File: config.mk
export PLATFORM = sky130hd
export DESIGN_NAME = binary_gcd_signed64
export DESIGN_NICKNAME = d
export VERILOG_FILES = /design/src/rtl/gcdb_pkg.sv /design/src/rtl/gcdb_front.sv /design/src/rtl/gcdb_queue.sv /design/src/rtl/gcdb_core.sv /design/src/rtl/binary_gcd_signed64.sv
export SDC_FILE = /design/constraint.sdc
export NUM_CORES = 1
export LEC_CHECK = 0
export BUFFER_PORTS_ARGS = -buffer_cell sky130_fd_sc_hd__buf_2
export CORE_MARGIN = 5
export CORE_UTILIZATION = 40
export DETAILED_ROUTE_END_ITERATION = 8
export GPL_ROUTABILITY_DRIVEN = 0
export MAX_ROUTING_LAYER = met4
export PLACE_DENSITY_LB_ADDON = 0.25
export SYNTH_ARGS = -nofsm -noshare
export SYNTH_HDL_FRONTEND = slang
export SYNTH_SLANG_ARGS = --single-unit
File: constraint.sdc
create_clock -name clk -period 18.5 [get_ports clk]
set_input_delay 0.925 -clock clk [delete_from_list [all_inputs] [get_ports clk]]
set_output_delay 0.925 -clock clk [all_outputs]
set_load 0.03 [all_outputs]
File: src/rtl/gcdb_pkg.sv
package gcdb_pkg;

    // how the back end treats a queued transaction
    typedef enum logic [1:0] {
        KIND_GCD    = 2'd0,
        KIND_TAKE_A = 2'd1,
        KIND_TAKE_B = 2'd2
    } kind_t;

    localparam int QUEUE_DEPTH = 2;

    typedef struct packed {
        logic full;
        logic empty;
    } queue_status_t;

endpackage

File: src/rtl/gcdb_front.sv
module gcdb_front #(
    parameter int WORD_BITS = 64
) (
    input  logic                   operand_valid,
    output logic                   operand_stall,
    input  logic signed [63:0]     operand_a,
    input  logic signed [63:0]     operand_b,
    input  gcdb_pkg::queue_status_t status,
    output logic                   push,
    output logic [2*WORD_BITS+$bits(gcdb_pkg::kind_t)-1:0] entry
);
    import gcdb_pkg::*;

    logic [WORD_BITS-1:0] raw_a;
    logic [WORD_BITS-1:0] raw_b;
    logic [WORD_BITS-1:0] mag_a;
    logic [WORD_BITS-1:0] mag_b;
    kind_t                kind;

    assign raw_a = operand_a[WORD_BITS-1:0];
    assign raw_b = operand_b[WORD_BITS-1:0];

    // most negative value maps onto itself, read unsigned
    assign mag_a = raw_a[WORD_BITS-1] ? (~raw_a + 1'b1) : raw_a;
    assign mag_b = raw_b[WORD_BITS-1] ? (~raw_b + 1'b1) : raw_b;

    always_comb
    begin
        if (mag_a == '0)
        begin
            kind = KIND_TAKE_B;
        end
        else if (mag_b == '0)
        begin
            kind = KIND_TAKE_A;
        end
        else
        begin
            kind = KIND_GCD;
        end
    end

    assign operand_stall = status.full;
    assign push          = operand_valid && !status.full;
    assign entry         = {kind, mag_a, mag_b};

endmodule

File: src/rtl/gcdb_queue.sv
module gcdb_queue #(
    parameter int ENTRY_BITS = 130
) (
    input  logic                    clk,
    input  logic                    rst_n,
    input  logic                    push,
    input  logic [ENTRY_BITS-1:0]   push_data,
    input  logic                    pop,
    output logic [ENTRY_BITS-1:0]   head,
    output gcdb_pkg::queue_status_t status
);
    import gcdb_pkg::*;

    localparam int PTR_BITS = (QUEUE_DEPTH > 1) ? $clog2(QUEUE_DEPTH) : 1;
    localparam int CNT_BITS = $clog2(QUEUE_DEPTH + 1);

    logic [ENTRY_BITS-1:0] slot_reg [QUEUE_DEPTH];
    logic [PTR_BITS-1:0]   wr_ptr_reg;
    logic [PTR_BITS-1:0]   rd_ptr_reg;
    logic [CNT_BITS-1:0]   count_reg;
    logic [PTR_BITS-1:0]   wr_ptr_next;
    logic [PTR_BITS-1:0]   rd_ptr_next;
    logic [CNT_BITS-1:0]   count_next;

    always_comb
    begin
        wr_ptr_next = wr_ptr_reg;
        rd_ptr_next = rd_ptr_reg;
        count_next  = count_reg;
        if (push)
        begin
            wr_ptr_next = (wr_ptr_reg == PTR_BITS'(QUEUE_DEPTH - 1)) ? '0
                                                                    : wr_ptr_reg + 1'b1;
        end
        if (pop)
        begin
            rd_ptr_next = (rd_ptr_reg == PTR_BITS'(QUEUE_DEPTH - 1)) ? '0
                                                                    : rd_ptr_reg + 1'b1;
        end
        if (push && !pop)
        begin
            count_next = count_reg + 1'b1;
        end
        else if (pop && !push)
        begin
            count_next = count_reg - 1'b1;
        end
    end

    always_ff @(posedge clk or negedge rst_n)
    begin
        if (!rst_n)
        begin
            wr_ptr_reg <= '0;
            rd_ptr_reg <= '0;
            count_reg  <= '0;
        end
        else
        begin
            wr_ptr_reg <= wr_ptr_next;
            rd_ptr_reg <= rd_ptr_next;
            count_reg  <= count_next;
        end
    end

    always_ff @(posedge clk)
    begin
        if (push)
        begin
            slot_reg[wr_ptr_reg] <= push_data;
        end
    end

    assign head         = slot_reg[rd_ptr_reg];
    assign status.full  = (count_reg == CNT_BITS'(QUEUE_DEPTH));
    assign status.empty = (count_reg == '0);

endmodule

File: src/rtl/gcdb_core.sv
module gcdb_core #(
    parameter int WORD_BITS = 64
) (
    input  logic                   clk,
    input  logic                   rst_n,
    input  logic [2*WORD_BITS+$bits(gcdb_pkg::kind_t)-1:0] head,
    input  gcdb_pkg::queue_status_t status,
    output logic                   pop,
    output logic                   divisor_valid,
    input  logic                   divisor_stall,
    output logic [WORD_BITS-1:0]   result
);
    import gcdb_pkg::*;

    localparam int SH_BITS = $clog2(WORD_BITS);

    typedef enum logic [1:0] {
        ST_IDLE,
        ST_SHARE,
        ST_REDUCE,
        ST_FINISH
    } state_t;

    state_t               state_reg;
    state_t               state_next;
    logic [WORD_BITS-1:0] a_reg;
    logic [WORD_BITS-1:0] a_next;
    logic [WORD_BITS-1:0] b_reg;
    logic [WORD_BITS-1:0] b_next;
    logic [SH_BITS-1:0]   shared_reg;
    logic [SH_BITS-1:0]   shared_next;
    logic                 out_valid_reg;
    logic                 out_valid_next;
    logic [WORD_BITS-1:0] result_reg;
    logic [WORD_BITS-1:0] result_next;

    kind_t                head_kind;
    logic [WORD_BITS-1:0] head_a;
    logic [WORD_BITS-1:0] head_b;
    logic                 out_free;
    logic                 a_lt_b;
    logic [WORD_BITS-1:0] diff;

    assign head_kind = kind_t'(head[2*WORD_BITS +: $bits(kind_t)]);
    assign head_a    = head[WORD_BITS +: WORD_BITS];
    assign head_b    = head[0 +: WORD_BITS];
    assign out_free  = !out_valid_reg || !divisor_stall;
    assign a_lt_b    = (a_reg < b_reg);
    assign diff      = a_lt_b ? (b_reg - a_reg) : (a_reg - b_reg);

    always_comb
    begin
        state_next     = state_reg;
        a_next         = a_reg;
        b_next         = b_reg;
        shared_next    = shared_reg;
        out_valid_next = out_valid_reg && divisor_stall;
        result_next    = result_reg;
        pop            = 1'b0;
        case (state_reg)
            ST_IDLE:
            begin
                if (!status.empty)
                begin
                    pop         = 1'b1;
                    a_next      = head_a;
                    b_next      = head_b;
                    shared_next = '0;
                    case (head_kind)
                        KIND_GCD:    state_next = ST_SHARE;
                        KIND_TAKE_A: state_next = ST_FINISH;
                        KIND_TAKE_B:
                        begin
                            a_next     = head_b;
                            state_next = ST_FINISH;
                        end
                        default:     state_next = ST_IDLE;
                    endcase
                end
            end
            ST_SHARE:
            begin
                // common power of two
                if (!(a_reg[0] || b_reg[0]))
                begin
                    a_next      = a_reg >> 1;
                    b_next      = b_reg >> 1;
                    shared_next = SH_BITS'(shared_reg + 1'b1);
                end
                else
                begin
                    state_next = ST_REDUCE;
                end
            end
            ST_REDUCE:
            begin
                if (!a_reg[0] || !b_reg[0])
                begin
                    if (!a_reg[0])
                    begin
                        a_next = a_reg >> 1;
                    end
                    if (!b_reg[0])
                    begin
                        b_next = b_reg >> 1;
                    end
                end
                else if (a_reg == b_reg)
                begin
                    state_next = ST_FINISH;
                end
                else if (a_lt_b)
                begin
                    // difference of two odds is even
                    b_next = diff >> 1;
                end
                else
                begin
                    a_next = diff >> 1;
                end
            end
            ST_FINISH:
            begin
                if (out_free)
                begin
                    result_next    = a_reg << shared_reg;
                    out_valid_next = 1'b1;
                    state_next     = ST_IDLE;
                end
            end
            default:
            begin
                state_next = ST_IDLE;
            end
        endcase
    end

    always_ff @(posedge clk or negedge rst_n)
    begin
        if (!rst_n)
        begin
            state_reg     <= ST_IDLE;
            a_reg         <= '0;
            b_reg         <= '0;
            shared_reg    <= '0;
            out_valid_reg <= 1'b0;
            result_reg    <= '0;
        end
        else
        begin
            state_reg     <= state_next;
            a_reg         <= a_next;
            b_reg         <= b_next;
            shared_reg    <= shared_next;
            out_valid_reg <= out_valid_next;
            result_reg    <= result_next;
        end
    end

    assign divisor_valid = out_valid_reg;
    assign result        = result_reg;

endmodule

File: src/rtl/binary_gcd_signed64.sv
// channel   | handshake                      | payload
// ----------+--------------------------------+-----------------------------------
// operand   | operand_valid / operand_stall  | operand_a, operand_b (signed)
// divisor   | divisor_valid / divisor_stall  | divisor (unsigned, up to 2^(W-1))
//
// a transaction with a zero operand skips the core loop: the core goes from idle
// straight to its finish state; otherwise the core loop does one halving
// or one subtract-and-halve per cycle on a single shared subtractor
// reset clears the queue, the core state and divisor_valid at once
// operand_stall rises only when the two-entry queue is full, so transactions
// keep coming in while the core works and while a result waits on divisor_stall
module binary_gcd_signed64 #(
    parameter int WORD_BITS = 64
) (
    input  logic               clk,
    input  logic               rst_n,
    input  logic               operand_valid,
    output logic               operand_stall,
    input  logic signed [63:0] operand_a,
    input  logic signed [63:0] operand_b,
    output logic               divisor_valid,
    input  logic               divisor_stall,
    output logic [63:0]        divisor
);
    import gcdb_pkg::*;

    // queued transaction: kind, |a|, |b|
    localparam int ENTRY_BITS = 2*WORD_BITS + $bits(kind_t);

    queue_status_t         status;
    logic                  push;
    logic                  pop;
    logic [ENTRY_BITS-1:0] entry;
    logic [ENTRY_BITS-1:0] head;
    logic [WORD_BITS-1:0]  result;

    // front: magnitudes and zero classification, straight into the queue
    gcdb_front #(
        .WORD_BITS(WORD_BITS)
    ) u_front (
        .operand_valid(operand_valid),
        .operand_stall(operand_stall),
        .operand_a    (operand_a),
        .operand_b    (operand_b),
        .status       (status),
        .push         (push),
        .entry        (entry)
    );

    // short queue decoupling acceptance from the iterative core
    gcdb_queue #(
        .ENTRY_BITS(ENTRY_BITS)
    ) u_queue (
        .clk      (clk),
        .rst_n    (rst_n),
        .push     (push),
        .push_data(entry),
        .pop      (pop),
        .head     (head),
        .status   (status)
    );

    // back: binary gcd sequencer with its own output register
    gcdb_core #(
        .WORD_BITS(WORD_BITS)
    ) u_core (
        .clk          (clk),
        .rst_n        (rst_n),
        .head         (head),
        .status       (status),
        .pop          (pop),
        .divisor_valid(divisor_valid),
        .divisor_stall(divisor_stall),
        .result       (result)
    );

    // zero-extend to the port width
    assign divisor = 64'(result);

endmodule

==> flow_summary.json <==
{
  "rsz0062_at_grt": "false",
  "nets": 4102,
  "cap_violations": 0,
  "avgViaCountPerCell": 6.189,
  "path_depth": 15,
  "fillCellCount": 8517,
  "cp.buffers_inverters": 3,
  "synth_area_um2": 34950,
  "crit_required_ps": 19010,
  "wirelength_mm": 122.8,
  "postRouteAntennaNets": 0,
  "ys_seq_elements": 465,
  "syn_avg_cell_area_um2": 9.187,
  "core-area_um2": 86750,
  "syn_nets": 4080,
  "final_common_cell": "nand2_1",
  "cp_slowest_cell": "a211oi_1",
  "drv_slew": 0,
  "cts_hold_buf": 0,
  "setup_tns_ps": 0,
  "slowest_delay_ps": 560,
  "dieArea_um2": 93380,
  "synth-edff-count": 260,
  "gr-total-overflow": 0,
  "stdcell_area_um2": 38520,
  "dr_total_vias": 31086,
  "regArea_um2": 12950,
  "final_cell_mix": "nand2_1 (458), a21oi_1 (352), o21ai_0 (321)",
  "async_flop_share_pct": 44.09,
  "utilization_pct": 44.40,
  "track_usage_pct": 25.90,
  "ys_seq_area_share_pct": 37.02,
  "postPlaceCellArea_um2": 36750,
  "r2r_cells": 15,
  "period_share_pct": 28.38,
  "insertion_delay_ps": 640,
  "ys_types": 88,
  "grt_pass1_vias": 29062,
  "drive_gt1_share_pct": 13.68,
  "yosys_warnings": 0,
  "layout_min_cycle_time_ps": 5249,
  "hold_viol": 0,
  "drtIter0Drc": 3572,
  "die_h_um": 305.6,
  "cp-end-kind": "flip-flop",
  "avgRoutedWirePerCell_um": 24.45,
  "finalSetupViolations": 0,
  "fp-row-count": 108,
  "worstPathCellList": "ha_1 > nand2_1 > nor2_1 > nand2_1 > a211oi_1 > o21bai_1 > buf_4 > and2_2 > buf_4 > a21boi_4 > buf_4 > nand2_1 > a21oi_1 > nand3b_1 > o311a_1",
  "worst_slew_pin_slew_ps": 1414,
  "cts.repair.resized": 0,
  "cts_root_buffer": "clkbuf_16",
  "largest_register_ff_count": 260,
  "cts_tree": "built",
  "dieWidth_um": 305.6,
  "critical_path.top_delay_family": "simple AND/OR/NAND/NOR gates",
  "firstDrtPassIters": 5,
  "grt_pass1_wl_mm": 183.7,
  "antenna_found_initial": 1,
  "portBuffers": 197,
  "post-route-drc-count": 0,
  "clockBufferDepth": 3,
  "cts_buffers": 54,
  "status": "complete, no violations",
  "hold_slack_ps": 291.1,
  "hp-class": "in -> async",
  "area_growth_pct": 10.23,
  "cts_setup_buffers": 0,
  "fmax_mhz": 190.5,
  "crit_arrival_ps": 5760,
  "hpwl_mm": 93.83,
  "ioPinCount": 198,
  "slew_headroom_pct": 3.317,
  "skew_ps": 27.42,
  "multi_input_area_um2": 20330,
  "clkSinkCount": 465,
  "critPathLaunchType": "flip-flop",
  "clk_pin_slew_ps": 60,
  "cts_max_level": 2,
  "setup.worst_path.class": "reg -> reg",
  "initial_core_util_pct": 40.28,
  "cp_max_fo": 35,
  "netlist_instances": 3804,
  "synthFlopType": "edfxtp_1",
  "grt_start_max_net_pins": 83
}
==> synth_stat cells, drive strengths merged (18+ instances only) <==
master	number	area (um^2)
nor4	25	171.4
mux4	110	2477
a211oi	58	435.4
or3	56	356.6
o22ai	44	275.3
xnor2	163	1428
mux2	35	394.1
a21o	63	473.0
a221oi	44	385.4
ha	142	1777
nor2	190	713.2
a2111oi	28	251.5
inv	187	701.9
edfxtp	260	7807
a31oi	46	287.8
mux2i	99	991.0
dfrtp	205	5130
or4	25	206.4
nand2	462	1744
a22o	24	210.2
buf	45	192.7
o21a	20	150.1
a21oi	352	1762
clkbuf	230	863.3
o21ai	324	1622
o31ai	55	436.7
nand4	56	350.3
nor3	49	267.8
nor2b	45	281.5
o21bai	40	300.3
o41ai	18	157.7
xor2	31	271.5
o211ai	23	172.7
nand3	45	225.2
==> layer usage <==
metal | GRT usage (%) | part of all wire (%)
met4 | 7.032 | 3.2
met1 | 38.10 | 45
met2 | 37.06 | 42
met5 | - | 0
met3 | 4.466 | 10
==> metrics by stage <==
stage	worst slack, ps	instances
after global placement	13380	4925
final	13250	5023
after detailed placement	13360	4925
after floorplan	11460	3804
after CTS	13350	5022
after global routing	13110	5023
==> final timing paths <==
path                                    from                  to  slack (ps)
max                         u_core.a_reg[27]    u_core.a_reg[54]       13250
min                                    rst_n    u_core.result[7]         290
max reg2reg                 u_core.a_reg[27]    u_core.a_reg[54]       13250
min reg2reg                u_core.result[46]   u_core.result[46]         470
max in group asynchronous              rst_n  u_queue.rd_ptr_reg       16770
min in group clk           u_core.result[46]   u_core.result[46]         470
==> final cells by class <==
class	count	share of cell area, %
multi-input combinational	2876	52.76
sequential	465	33.61
tap	1155	3.751
clock buffer	62	3.586
timing repair buffer	241	3.443
inverter	188	1.832
clock inverter	35	1.004
antenna	1	0.006496
==> cell families after synthesis <==
group           synth area share [%]
buf+inv                        5.041
fa+ha+maj                      5.199
flops                          37.02
xor+xnor                       4.862
mux                            11.05
simple gates                   14.39
compound gates                 22.43
Power is left out: the tool's default activity adds up to more than one toggle a clock period on the data nets, which glitch-free logic cannot reach.
